<file path="src/sv/dotq_pkg.sv">
`timescale 1ns / 1ps

package dotq_pkg;

  localparam int ENTRIES_DEF = 16;
  localparam int ID_W        = 4;
  localparam int DL_W        = 64;
  localparam int STEP_W      = 20;
  localparam int DELAY_W     = 31;
  localparam int PROD_W      = 41;
  localparam int MAX_FIRED   = 16;
  localparam int FIRE_W      = $clog2(MAX_FIRED);
  localparam int US_PER_MS   = 1000;
  localparam logic [STEP_W-1:0] STEP_RESET = STEP_W'(1000);

  typedef enum logic [1:0] {
    MODE_SCHEDULE   = 2'd0,
    MODE_RESCHEDULE = 2'd1,
    MODE_CANCEL     = 2'd2,
    MODE_TICK       = 2'd3
  } mode_e;

  typedef enum logic [1:0] {
    OP_HOLD,
    OP_INSERT,
    OP_REMOVE,
    OP_POP
  } op_e;

  typedef enum logic [2:0] {
    S_IDLE,
    S_MUL,
    S_ADD,
    S_INSERT,
    S_CANCEL,
    S_STEP,
    S_DRAIN
  } state_e;

  typedef struct packed {
    mode_e              mode;
    logic [ID_W-1:0]    entry_id;
    logic [DELAY_W-1:0] wait_ms;
  } in_t;

  typedef struct packed {
    logic [ID_W-1:0] fired_entry;
    logic            last;
  } out_t;

  // one armed timer held by a cell
  typedef struct packed {
    logic            valid;
    logic [ID_W-1:0] id;
    logic [DL_W-1:0] dl;
  } slot_t;

  // operation broadcast to every cell of the chain
  typedef struct packed {
    op_e             op;
    logic [ID_W-1:0] id;
    logic [DL_W-1:0] dl;
  } cell_ctrl_t;

endpackage

</file>
<file path="src/sv/dotq_cell.sv">
`timescale 1ns / 1ps

module dotq_cell
  import dotq_pkg::*;
(
  input  logic       clk_i,
  input  logic       rst_ni,
  input  cell_ctrl_t ctrl_i,
  input  slot_t      left_i,
  input  slot_t      right_i,
  input  logic       left_gt_i,
  input  logic       left_shift_i,
  output slot_t      slot_o,
  output logic       gt_o,
  output logic       shift_o
);

  slot_t slot_q, slot_d;
  logic  match;

  // new deadline goes in front of this cell; strict compare keeps fifo order on ties
  assign gt_o    = !slot_q.valid || (slot_q.dl > ctrl_i.dl);
  assign match   = slot_q.valid && (slot_q.id == ctrl_i.id);
  assign shift_o = left_shift_i || match;
  assign slot_o  = slot_q;

  always_comb begin
    slot_d = slot_q;
    case (ctrl_i.op)
      OP_INSERT: begin
        if (gt_o) begin
          if (left_gt_i) begin
            slot_d = left_i;
          end else begin
            slot_d.valid = 1'b1;
            slot_d.id    = ctrl_i.id;
            slot_d.dl    = ctrl_i.dl;
          end
        end
      end
      OP_REMOVE: begin
        if (shift_o) begin
          slot_d = right_i;
        end
      end
      OP_POP: begin
        slot_d = right_i;
      end
      default: begin
        slot_d = slot_q;
      end
    endcase
  end

  always_ff @(posedge clk_i or negedge rst_ni) begin
    if (!rst_ni) begin
      slot_q <= '0;
    end else begin
      slot_q <= slot_d;
    end
  end

endmodule

</file>
<file path="config.mk">
export PLATFORM = sky130hd
export DESIGN_NAME = dotq_cell
export DESIGN_NICKNAME = d
export VERILOG_FILES = /design/src/sv/dotq_pkg.sv /design/src/sv/dotq_cell.sv
export SDC_FILE = /design/constraint.sdc
export NUM_CORES = 1
export LEC_CHECK = 0
export BUFFER_PORTS_ARGS = -buffer_cell sky130_fd_sc_hd__clkbuf_2
export CORE_UTILIZATION = 30
export DETAILED_ROUTE_END_ITERATION = 10
export SYNTH_ARGS = -nofsm -noshare
export SYNTH_HDL_FRONTEND = slang
export SYNTH_SLANG_ARGS = --single-unit
</file>
<file path="constraint.sdc">
create_clock -name clk_i -period 3.95 [get_ports clk_i]
set_clock_uncertainty 0.05 [all_clocks]
set_input_delay 0.395 -clock clk_i [delete_from_list [all_inputs] [get_ports clk_i]]
set_output_delay 0.395 -clock clk_i [all_outputs]
set_load 0.01 [all_outputs]
</file>
Word-level counts from Yosys, hierarchy flattened. Index checks and enable logic that the tools add are counted.

Input bits: 212. Output and inout bits: 71. Logic and storage cells: 20. Bits in registers: 69.

Multiplexer cells: 4. Eq/ne operators: 6. Reductions and logical operators: 6. Magnitude comparators: 1.

Operators with widths (count): 69-bit two-way mux (3); 69-bit case mux with 3 select lines (1); 64-bit > comparator (1); 2-bit equality test (second input constant) (2); 4-bit equality test (1); 2-bit inequality test (second input constant) (2); 3-bit AND reduction (1); 3-bit nonzero test (1); 2-bit by 1-bit equality test with 1-bit output (second input constant) (1); 1-bit logical OR (2); 1-bit logical AND (1); 1-bit logical NOT (1).

Longest topological paths before layout. Gate-level depths: netlist of the first run.

Depth in word-level cells: 5. Depth in mapped cells: 13. Gate-level depth less buffers: 10.

Least setup slack after synthesis of the first run. No wires, ideal clock.

Path kind: flip-flop to flip-flop. From: register slot_q, in the netlist slot_o[14]. To: register slot_q, in the netlist slot_o[20]. Period minus slack after synthesis: 3060 ps. Setup time: 125 ps. Data required time: 3775 ps. Stages on the path, launching flop included: 13. Path buffers: 3. Arrival time: 2885 ps. Setup slack: 890 ps. Path through: dfrtp_1 ha_1 nand4_1 or4_1 a21oi_1 a211oi_1 a211o_1 and3_4 o221a_1 clkbuf_2 buf_6 buf_6 mux2_4.

Cells in the longest elaborated chain, start to end: 4.

RTL lines: start, declared (RTL line dotq_cell.sv:18) `slot_t slot_q, slot_d;`; start signal, assigned (RTL line dotq_cell.sv:59) `slot_q <= slot_d;`; 64-bit > comparator (RTL line dotq_cell.sv:22) `assign gt_o = !slot_q.valid || (slot_q.dl > ctrl_i.dl);`; 1-bit logical OR (RTL line dotq_cell.sv:22); 2-bit inequality test (no line); 3-bit AND reduction (no line).

Every way passes these cells. A chain may end at the register's enable or synchronous reset.

Final worst setup path of the first run.
From: register slot_q, in the netlist slot_o[14]. To: output gt_o.

Cells in the longest elaborated chain, start to end: 2.

RTL lines: 64-bit > comparator (RTL line dotq_cell.sv:22); 1-bit logical OR (RTL line dotq_cell.sv:22); end, declared (RTL line dotq_cell.sv:14) `output logic gt_o,`.

Every way passes these cells.

==> results of run 1 <==
[cell families (layout without fill, tap and decap cells)]
logic type	count (synthesis)	in the layout	synth area share, %
compound gates	125	125	11.9
xor+xnor	4	4	0.614
fa+ha+maj	64	64	14.0
buf+inv	98	369	6.95
flops	69	69	30.3
mux	136	136	26.6
simple gates	128	128	9.69
[per-stage QoR]
stage          cell area (um2)  worst slack (ns)  util [%]  cells
3_3_place_gp              7340             0.523      39.3   1114
5_1_grt                   7620             0.389      40.8   1129
2_1_floorplan             5710             0.890         -    624
4_1_cts                   7620             0.509      40.8   1129
6_report                  7620             0.584      40.8   1129
3_5_place_dp              7340             0.521      39.3   1114
[layer usage]
layer / track usage [%] / up-vias
met2: 30.2 / 144
met3: 2.84 / 19
met4: 6.42 / 0
met5: 0 / -
met1: 19.6 / 2371
li1: - / 2717
[final cells by class]
cell class / instances / area share, %
clock buffers: 14 / 3.59
clock inverters: 1 / 0.0656
inverters: 67 / 3.30
multi-input cells: 457 / 47.1
flip-flops and latches: 69 / 22.6
well taps: 234 / 3.84
repair buffers: 287 / 19.4
[synth_stat cells, types with 2 or more instances]
cell / instances
sky130_fd_sc_hd__nor2_1: 9
sky130_fd_sc_hd__nor4_1: 3
sky130_fd_sc_hd__a221oi_1: 3
sky130_fd_sc_hd__xor2_1: 3
sky130_fd_sc_hd__nor3_1: 3
sky130_fd_sc_hd__ha_1: 64
sky130_fd_sc_hd__nand3_1: 6
sky130_fd_sc_hd__a21oi_1: 31
sky130_fd_sc_hd__a211oi_1: 2
sky130_fd_sc_hd__dfrtp_1: 69
sky130_fd_sc_hd__buf_2: 4
sky130_fd_sc_hd__and4_1: 2
sky130_fd_sc_hd__buf_1: 2
sky130_fd_sc_hd__clkbuf_1: 21
sky130_fd_sc_hd__mux2i_1: 69
sky130_fd_sc_hd__inv_1: 67
sky130_fd_sc_hd__mux2_2: 48
sky130_fd_sc_hd__o211ai_1: 3
sky130_fd_sc_hd__nand2_1: 91
sky130_fd_sc_hd__o21ai_0: 78
sky130_fd_sc_hd__mux2_4: 19
sky130_fd_sc_hd__buf_6: 3
sky130_fd_sc_hd__nand4_1: 8
[worst max-delay path: stages, from the launching register on]
cell                       delay [ns]
sky130_fd_sc_hd__dfrtp_1         0.41
sky130_fd_sc_hd__ha_1            0.33
sky130_fd_sc_hd__nand4_1         0.16
sky130_fd_sc_hd__or4_1           0.60
sky130_fd_sc_hd__a21oi_1         0.19
sky130_fd_sc_hd__a211oi_1        0.09
sky130_fd_sc_hd__a211o_1         0.27
sky130_fd_sc_hd__and3_4          0.19
sky130_fd_sc_hd__o21ai_0         0.18
sky130_fd_sc_hd__clkbuf_2        0.17
[power by group]
part | switching (uW) | internal [uW]
logic | 683 | 687
clock network | 297 | 473
registers | 169 | 903
total | 1150 | 2060
[path summary, 6_finish.rpt]
check / end / slack [ns] / cells after the start
max: gt_o / 0.58 / 9
min: slot_o[26] / 0.15 / 1
max reg2reg: slot_o[40] / 0.65 / 9
min reg2reg: slot_o[1] / 0.49 / 1
max in group asynchronous: slot_o[44] / 3.09 / 1
min in group clk_i: slot_o[0] / 0.30 / 3
==> impl.org, run 1 <==
** Run status
- The run finished with clean final reports.

** Finish
- The sequential cells in the finished layout cover a total of 0.00173 mm2.
- In the layout the commonest cells are 279 x sky130_fd_sc_hd__clkbuf_2, 91 x sky130_fd_sc_hd__nand2_1, 78 x sky130_fd_sc_hd__o21ai_0.
- Area growth from synthesis to layout :: 33.6%
- Leaving out fill and tap cells, the most frequent cell in the layout is sky130_fd_sc_hd__clkbuf_2.
- Final nets :: 1167
- Number of flip-flops in the largest register :: 69
- Number of antenna cells inserted :: 0
- In the final layout, the share of cells above drive strength 1 is 41.3%.
- Area occupied by multi-input gates :: about 0.0036 mm2
- Fill cells in the final layout number 1899.

** Critical path
- The worst setup path is of the register to primary output kind.
- Capturing element type of the critical path :: primary output
- Start of the worst register-to-register path :: slot_o[62]
- Data arrival time at the worst-slack endpoint :: 2.92 ns
- Along the worst path, the maximum fanout reaches 3.
- Tracing the worst setup path back leads to its startpoint at slot_o[14].
- STA classifies the critical path startpoint as a register.
- For the worst setup path, the data required time is ~3.5 ns.

** Synth
- Async set-or-reset flop fraction in the synthesized netlist :: 100%
- Of all cell types, the one taking the most synthesized area is sky130_fd_sc_hd__dfrtp_1.
- Syn. warnings :: 0
- The synthesized netlist contains 39 unique library cells.
- Number of nets in the synthesized netlist :: 900
- Number of enable flip-flop cells after synthesis :: 0
- Count of mapped cells out of synthesis :: 624
- The synthesized netlist occupies a cell area of approximately 0.0057 mm2.
- Yosys attributes the largest share of cell area to sky130_fd_sc_hd__dfrtp_1 30%, sky130_fd_sc_hd__ha_1 14%, sky130_fd_sc_hd__mux2i_1 12%.
- Dominant synthesized flop cell :: sky130_fd_sc_hd__dfrtp_1
- Share of Yosys cell area claimed by the top area cell type :: between 30% and 40%
- Count of state elements after synthesis :: 69
- Post-synthesis area per instance :: around 9 um2
- For this run, the register share of the synthesized area comes to 30.3%.

** Clock network
- The clock passes through at most 2 buffers.
- Root Buffer Master :: sky130_fd_sc_hd__clkbuf_16
- After clock tree synthesis, the clock-pin slew on the worst setup and hold paths is 0.06 ns.
- H-tree lvl count :: 3
- Hold repair after CTS inserted 0 buffers.
- The tree built by TritonCTS fans out to 69 sinks.
- The number of clock buffers added by TritonCTS is 9.
- Post-CTS Repair Setup Buffers :: 0
- Later-pin clock latency in the skew report :: 0.33 ns
- Post-CTS repair changed the size of 0 cells.
- TritonCTS built the clock tree.

** Global routing
- Across every metal layer, demand over resource in global routing totals around 17%.
- GR Overflow Total :: 0
- The initial antenna violation count is 0.
- The first global-routing pass estimated 25.7 mm of wire.
- Number of global-route vias before repair :: roughly 5200
- Entering global routing, the biggest net connects 85 pins.

** Route
- For this block, the routed nets add up to 16.1 mm of wire.
- After the first detailed-routing iteration, the DRC count stood at about 140.
- In the final routing, the length of wire on met1 measures 7.01 mm.
- The routed layout has 5251 vias.
- The first TritonRoute pass finished after 4 iterations.
- Number of antenna-violating nets in the routed design :: 0
- For this run, design rule violations remaining after detail routing come to 0.
- Detail Route met2 WL :: 8.10 mm
- Mean number of vias per cell :: 4.65
- In this run the top signal layer used is met4.
- After detailed routing, the met3 layer carries slightly below 700 um of wire.
- Average wire length per cell after detail routing :: 14.3 um

** Flow run
- Max Cap Viol :: 0

** Floorplan
- The die is between 100 and 150 um tall.
- Total die area :: 0.0196 mm2
- Core ar. :: between 0.015 and 0.02 mm2
- Initial standard-cell utilization of the core :: 30.5%
- Floorplan die width :: 140 um
- The initialized floorplan defines 50 standard-cell rows.
- Number of top-level design ports :: 283

** Timing
- After routing, the total negative slack on setup checks comes to 0 ns.
- Final number of max-transition violations :: 0
- Headroom to the max-slew limit came out at a little under two fifths.
- Max Clock Freq :: 297 MHz
- Final period util :: 85.2%
- Final setup violation count :: 0
- Setup repair after global routing missed its margin :: false
- The worst path needs 3.37 ns of the cycle, external delays included.
- Transition time at the pin with the least slew margin :: ~0.93 ns
- The number of hold violations in the final report came to 0.
- Final worst hold slack :: 0.154 ns

** Placed design
- After legalization and detailed placement, the total HPWL measured 12.9 mm.
- Routability-driven placement finished with a final weighted congestion of 0.772.
- Port buffering added 282 buffers.

** Power
- The worst-case IR drop observed on VDD is 0.186 mV.
- Post-route total power :: around 3200 uW
- For this design the static power due to leakage is 0.00424 uW.
- In this run the power density over the cells is around 420 mW/mm2.

** Hold path
- In this run the worst hold path is classified as input port to async pin.
Power figures use the tool's default switching activity.
==> run 2: changes to the inputs <==
- CAP_MARGIN: unset -> 20
- PLACE_DENSITY_LB_ADDON: unset -> 0.12
==> impl.org, run 2 (synthesized netlist as in run 1, its figures left out) <==
** Global routing
- The initial antenna violation count came to 0 (unchanged).
- Met3 track utilization from global routing :: 4.27% (+1.4 points)
- The number of global-route vias before repair is 5274 (+1.5%).
- Maximum number of pins on one net before global-route repair :: 89 (+4.7%)
- GRT Total Usage :: 17.6% (+0.88 points)
- GR Overflow Total :: 0 (unchanged)
- Met1 Resource Use GR :: 21.4% (+1.8 points)
- Highest-utilization routing layer at the global route stage :: met2
- The first-pass GRT wire length was 26.7 mm (+4.0%).
- Met2 usage in global routing :: 30.5% (+0.32 points)

** Critical path
- FF-to-FF End :: slot_o[8]
- Among the stages of the critical path, the cell type that occurs most often is sky130_fd_sc_hd__nand4_1.
- Cell at the slowest stage of the critical path :: sky130_fd_sc_hd__nor3_1
- Family with the most delay on the worst path :: simple AND/OR/NAND/NOR gates
- Largest fanout of any net on the critical path :: 34 (+31)
- The reg-to-reg setup timing slack came to 0.39 ns (-0.26 ns).
- Critical Setup Path Class :: register to register
- The worst endpoint required time came to 4.12 ns (+0.62 ns).
- The worst setup path is launched from a register.
- CP Cell Sequence :: ha_1, nand4_1, nor3_1, nand4_1, nor4_1, nand2b_1, o221a_4, buf_12, mux2_2
- Maximum cell stage delay along the critical path :: 0.49 ns (-0.11 ns)
- Capturing element type of the critical path :: register
- The worst endpoint data arrival time came to 3.73 ns (+0.81 ns).
- Number of cells traversed by the worst register-to-register path :: 9 (unchanged)
- The number of buffers and inverters on the critical path came to 1 (unchanged).
- Start of the worst register-to-register path :: slot_o[62]

** Timing
- Final Worst Setup Slack :: 0.392 ns (-0.192 ns)
- Max Clock Freq :: 281 MHz (-5.4%)
- The clock period minus final worst setup slack is 3.56 ns (+0.192 ns).
- Worst slew margin relative to its limit :: 25.9% (-12 points)
- The setup TNS came to 0 ns (unchanged).
- Setup repair after global routing missed its margin :: false
- Final worst hold slack :: 0.146 ns (-0.00839 ns)
- Transition time at the pin with the least slew margin :: 1.11 ns (+0.177 ns)
- The count of final setup violators is 0 (unchanged).
- The number of pins exceeding their max-slew limit in the final report came to 0 (unchanged).
- Final period util :: 90.1% (+4.9 points)
- The number of hold violations in the final report is 0 (unchanged).

** Power
- Leakage power of the design :: 0.00424 uW (about the same)
- Total power per unit cell area :: 427 mW/mm2 (+1.5%)
- The worst voltage drop across the vdd grid was 0.195 mV (+4.4%).

** Clock network
- CTS tree :: yes
- The clock edge transition at the registers on the reported setup and hold paths was 0.06 ns (about the same).
- The clock sink count is 69 (unchanged).
- The clock tree buffer depth was 2 (unchanged).
- Root Buffer Master :: sky130_fd_sc_hd__clkbuf_16
- H-tree lvl count :: 3 (unchanged)
- Later-pin clock latency in the skew report :: 0.34 ns (about the same)
- CTS Hold Buffers Added :: 0 (unchanged)
- Post-CTS Repair Setup Buffers :: 0 (unchanged)
- The number of CTS-inserted buffers came to 9 (unchanged).
- The post-cts resize count was 0 (unchanged).

** Floorplan
- Number of top-level design ports :: 283 (unchanged)
- The number of placement rows came to 50 (unchanged).
- The effective utilization at floorplan came to 30.5% (unchanged).
- Total die area :: 0.0196 mm2 (unchanged)
- Core ar. :: 0.0187 mm2 (unchanged)
- Floorplan die width :: 140 um (unchanged)
- The floorplan die height came to 140 um (unchanged).

** Finish
- The number of cells in the finished layout apart from fillers came to 1130 (+0.089%).
- The antenna diode count came to 0 (unchanged).
- Leaving out fill and tap cells, the most frequent cell in the layout is sky130_fd_sc_hd__clkbuf_2.
- FILL cells :: 1980 (+4.3%)
- The area overhead of the layout relative to synthesis was 33.7% (about the same).
- Proportion of layout cells with a drive suffix above 1 :: 41.6% (+0.29 points)
- Most used cells in the layout excluding fill and tap cells :: 279 x sky130_fd_sc_hd__clkbuf_2, 91 x sky130_fd_sc_hd__nand2_1, 78 x sky130_fd_sc_hd__o21ai_0
- The number of nets in the layout was 1168 (+0.086%).
- The flip-flop count of the largest register after layout was 69 (unchanged).
- The utilization of the core after routing came to 40.8% (about the same).

** Hold path
- In this run the worst hold path is classified as input port to async pin.

** Placed design
- The number of buffers added on ports is 282 (unchanged).
- The last weighted congestion value of the routability-driven placer is 0.738 (-4.5%).
- The setup slack at placement came to 0.212 ns (-0.309 ns).
- The HPWL reported at the end of detailed placement came to 13.2 mm (+2.7%).
- The count of placed standard cells including taps is 1115 (+0.090%).

** Route
- The initial DRC count was 99 (-30%).
- Detailed Route WL :: 16.6 mm (+2.8%)
- The remaining design rule violation count was 0 (unchanged).
- Overall via count from detail_route :: 5246 (-0.095%)
- Average wire length per cell after detail routing :: 14.7 um (+2.7%)
- Detailed-routing iteration count for the pre-antenna-repair pass :: 4 (unchanged)
- Mean number of vias per cell :: 4.64 (-0.18%)
- Number of antenna-violating nets in the routed design :: 0 (unchanged)

** Flow run
- Max Cap Viol :: 0 (unchanged)

** Run status
- The run finished with clean final reports.
-- run 2: changes by cell type in the layout (fill, tap and decap cells not counted) --
cell                         previous run  this run
sky130_fd_sc_hd__clkbuf_8               3         0
sky130_fd_sc_hd__buf_12                 2         1
sky130_fd_sc_hd__clkinvlp_4             0         1
sky130_fd_sc_hd__clkinv_2               1         2
sky130_fd_sc_hd__buf_4                  6         8
sky130_fd_sc_hd__clkbuf_1               2         0
sky130_fd_sc_hd__clkinv_4               0         2
sky130_fd_sc_hd__bufinv_16              0         1
-- run 2: worst max path at each step --
| stage | from | to | depth (start not counted) |
|---|---|---|---|
| after detailed placement | ctrl_i[63] | slot_o[47] | 11 |
| after CTS | slot_o[62] | slot_o[47] | 9 |
| after global placement | ctrl_i[55] | slot_o[56] | 11 |
| after floorplan | slot_o[14] | slot_o[20] | 12 |
| final | slot_o[62] | slot_o[8] | 9 |
| after global routing | slot_o[62] | slot_o[62] | 9 |
-- run 2: final cells by class --
type	count	area (um2)	share of cell area (%)
multi-input cells	457	3590	47.1
flip-flops and latches	69	1730	22.6
clock buffers	9	225	2.95
repair buffers	288	1480	19.4
clock inverters	6	65.1	0.853
well taps	234	293	3.84
inverters	67	251	3.30
-- run 2: layer usage --
metal / wire length (um) / up-vias
met4: 253 / 0
met1: 7360 / 2370
met5: 0 / -
li1: - / 2714
met3: 840 / 14
met2: 8110 / 148
-- run 2: report_power, final --
group / switching, uW / leakage, uW / internal [uW]
combinational: 698 / 0.00327 / 692
sequential: 169 / 0.000825 / 903
clock: 314 / 0.000141 / 485
total: 1180 / 0.00424 / 2080
-- run 2: stage by stage --
stage | power, uW | area (um2)
2_1_floorplan | 1920 | 5710
3_3_place_gp | 2490 | 7340
3_5_place_dp | 2500 | 7340
4_1_cts | 3330 | 7630
5_1_grt | 3530 | 7630
6_report | 3260 | 7630
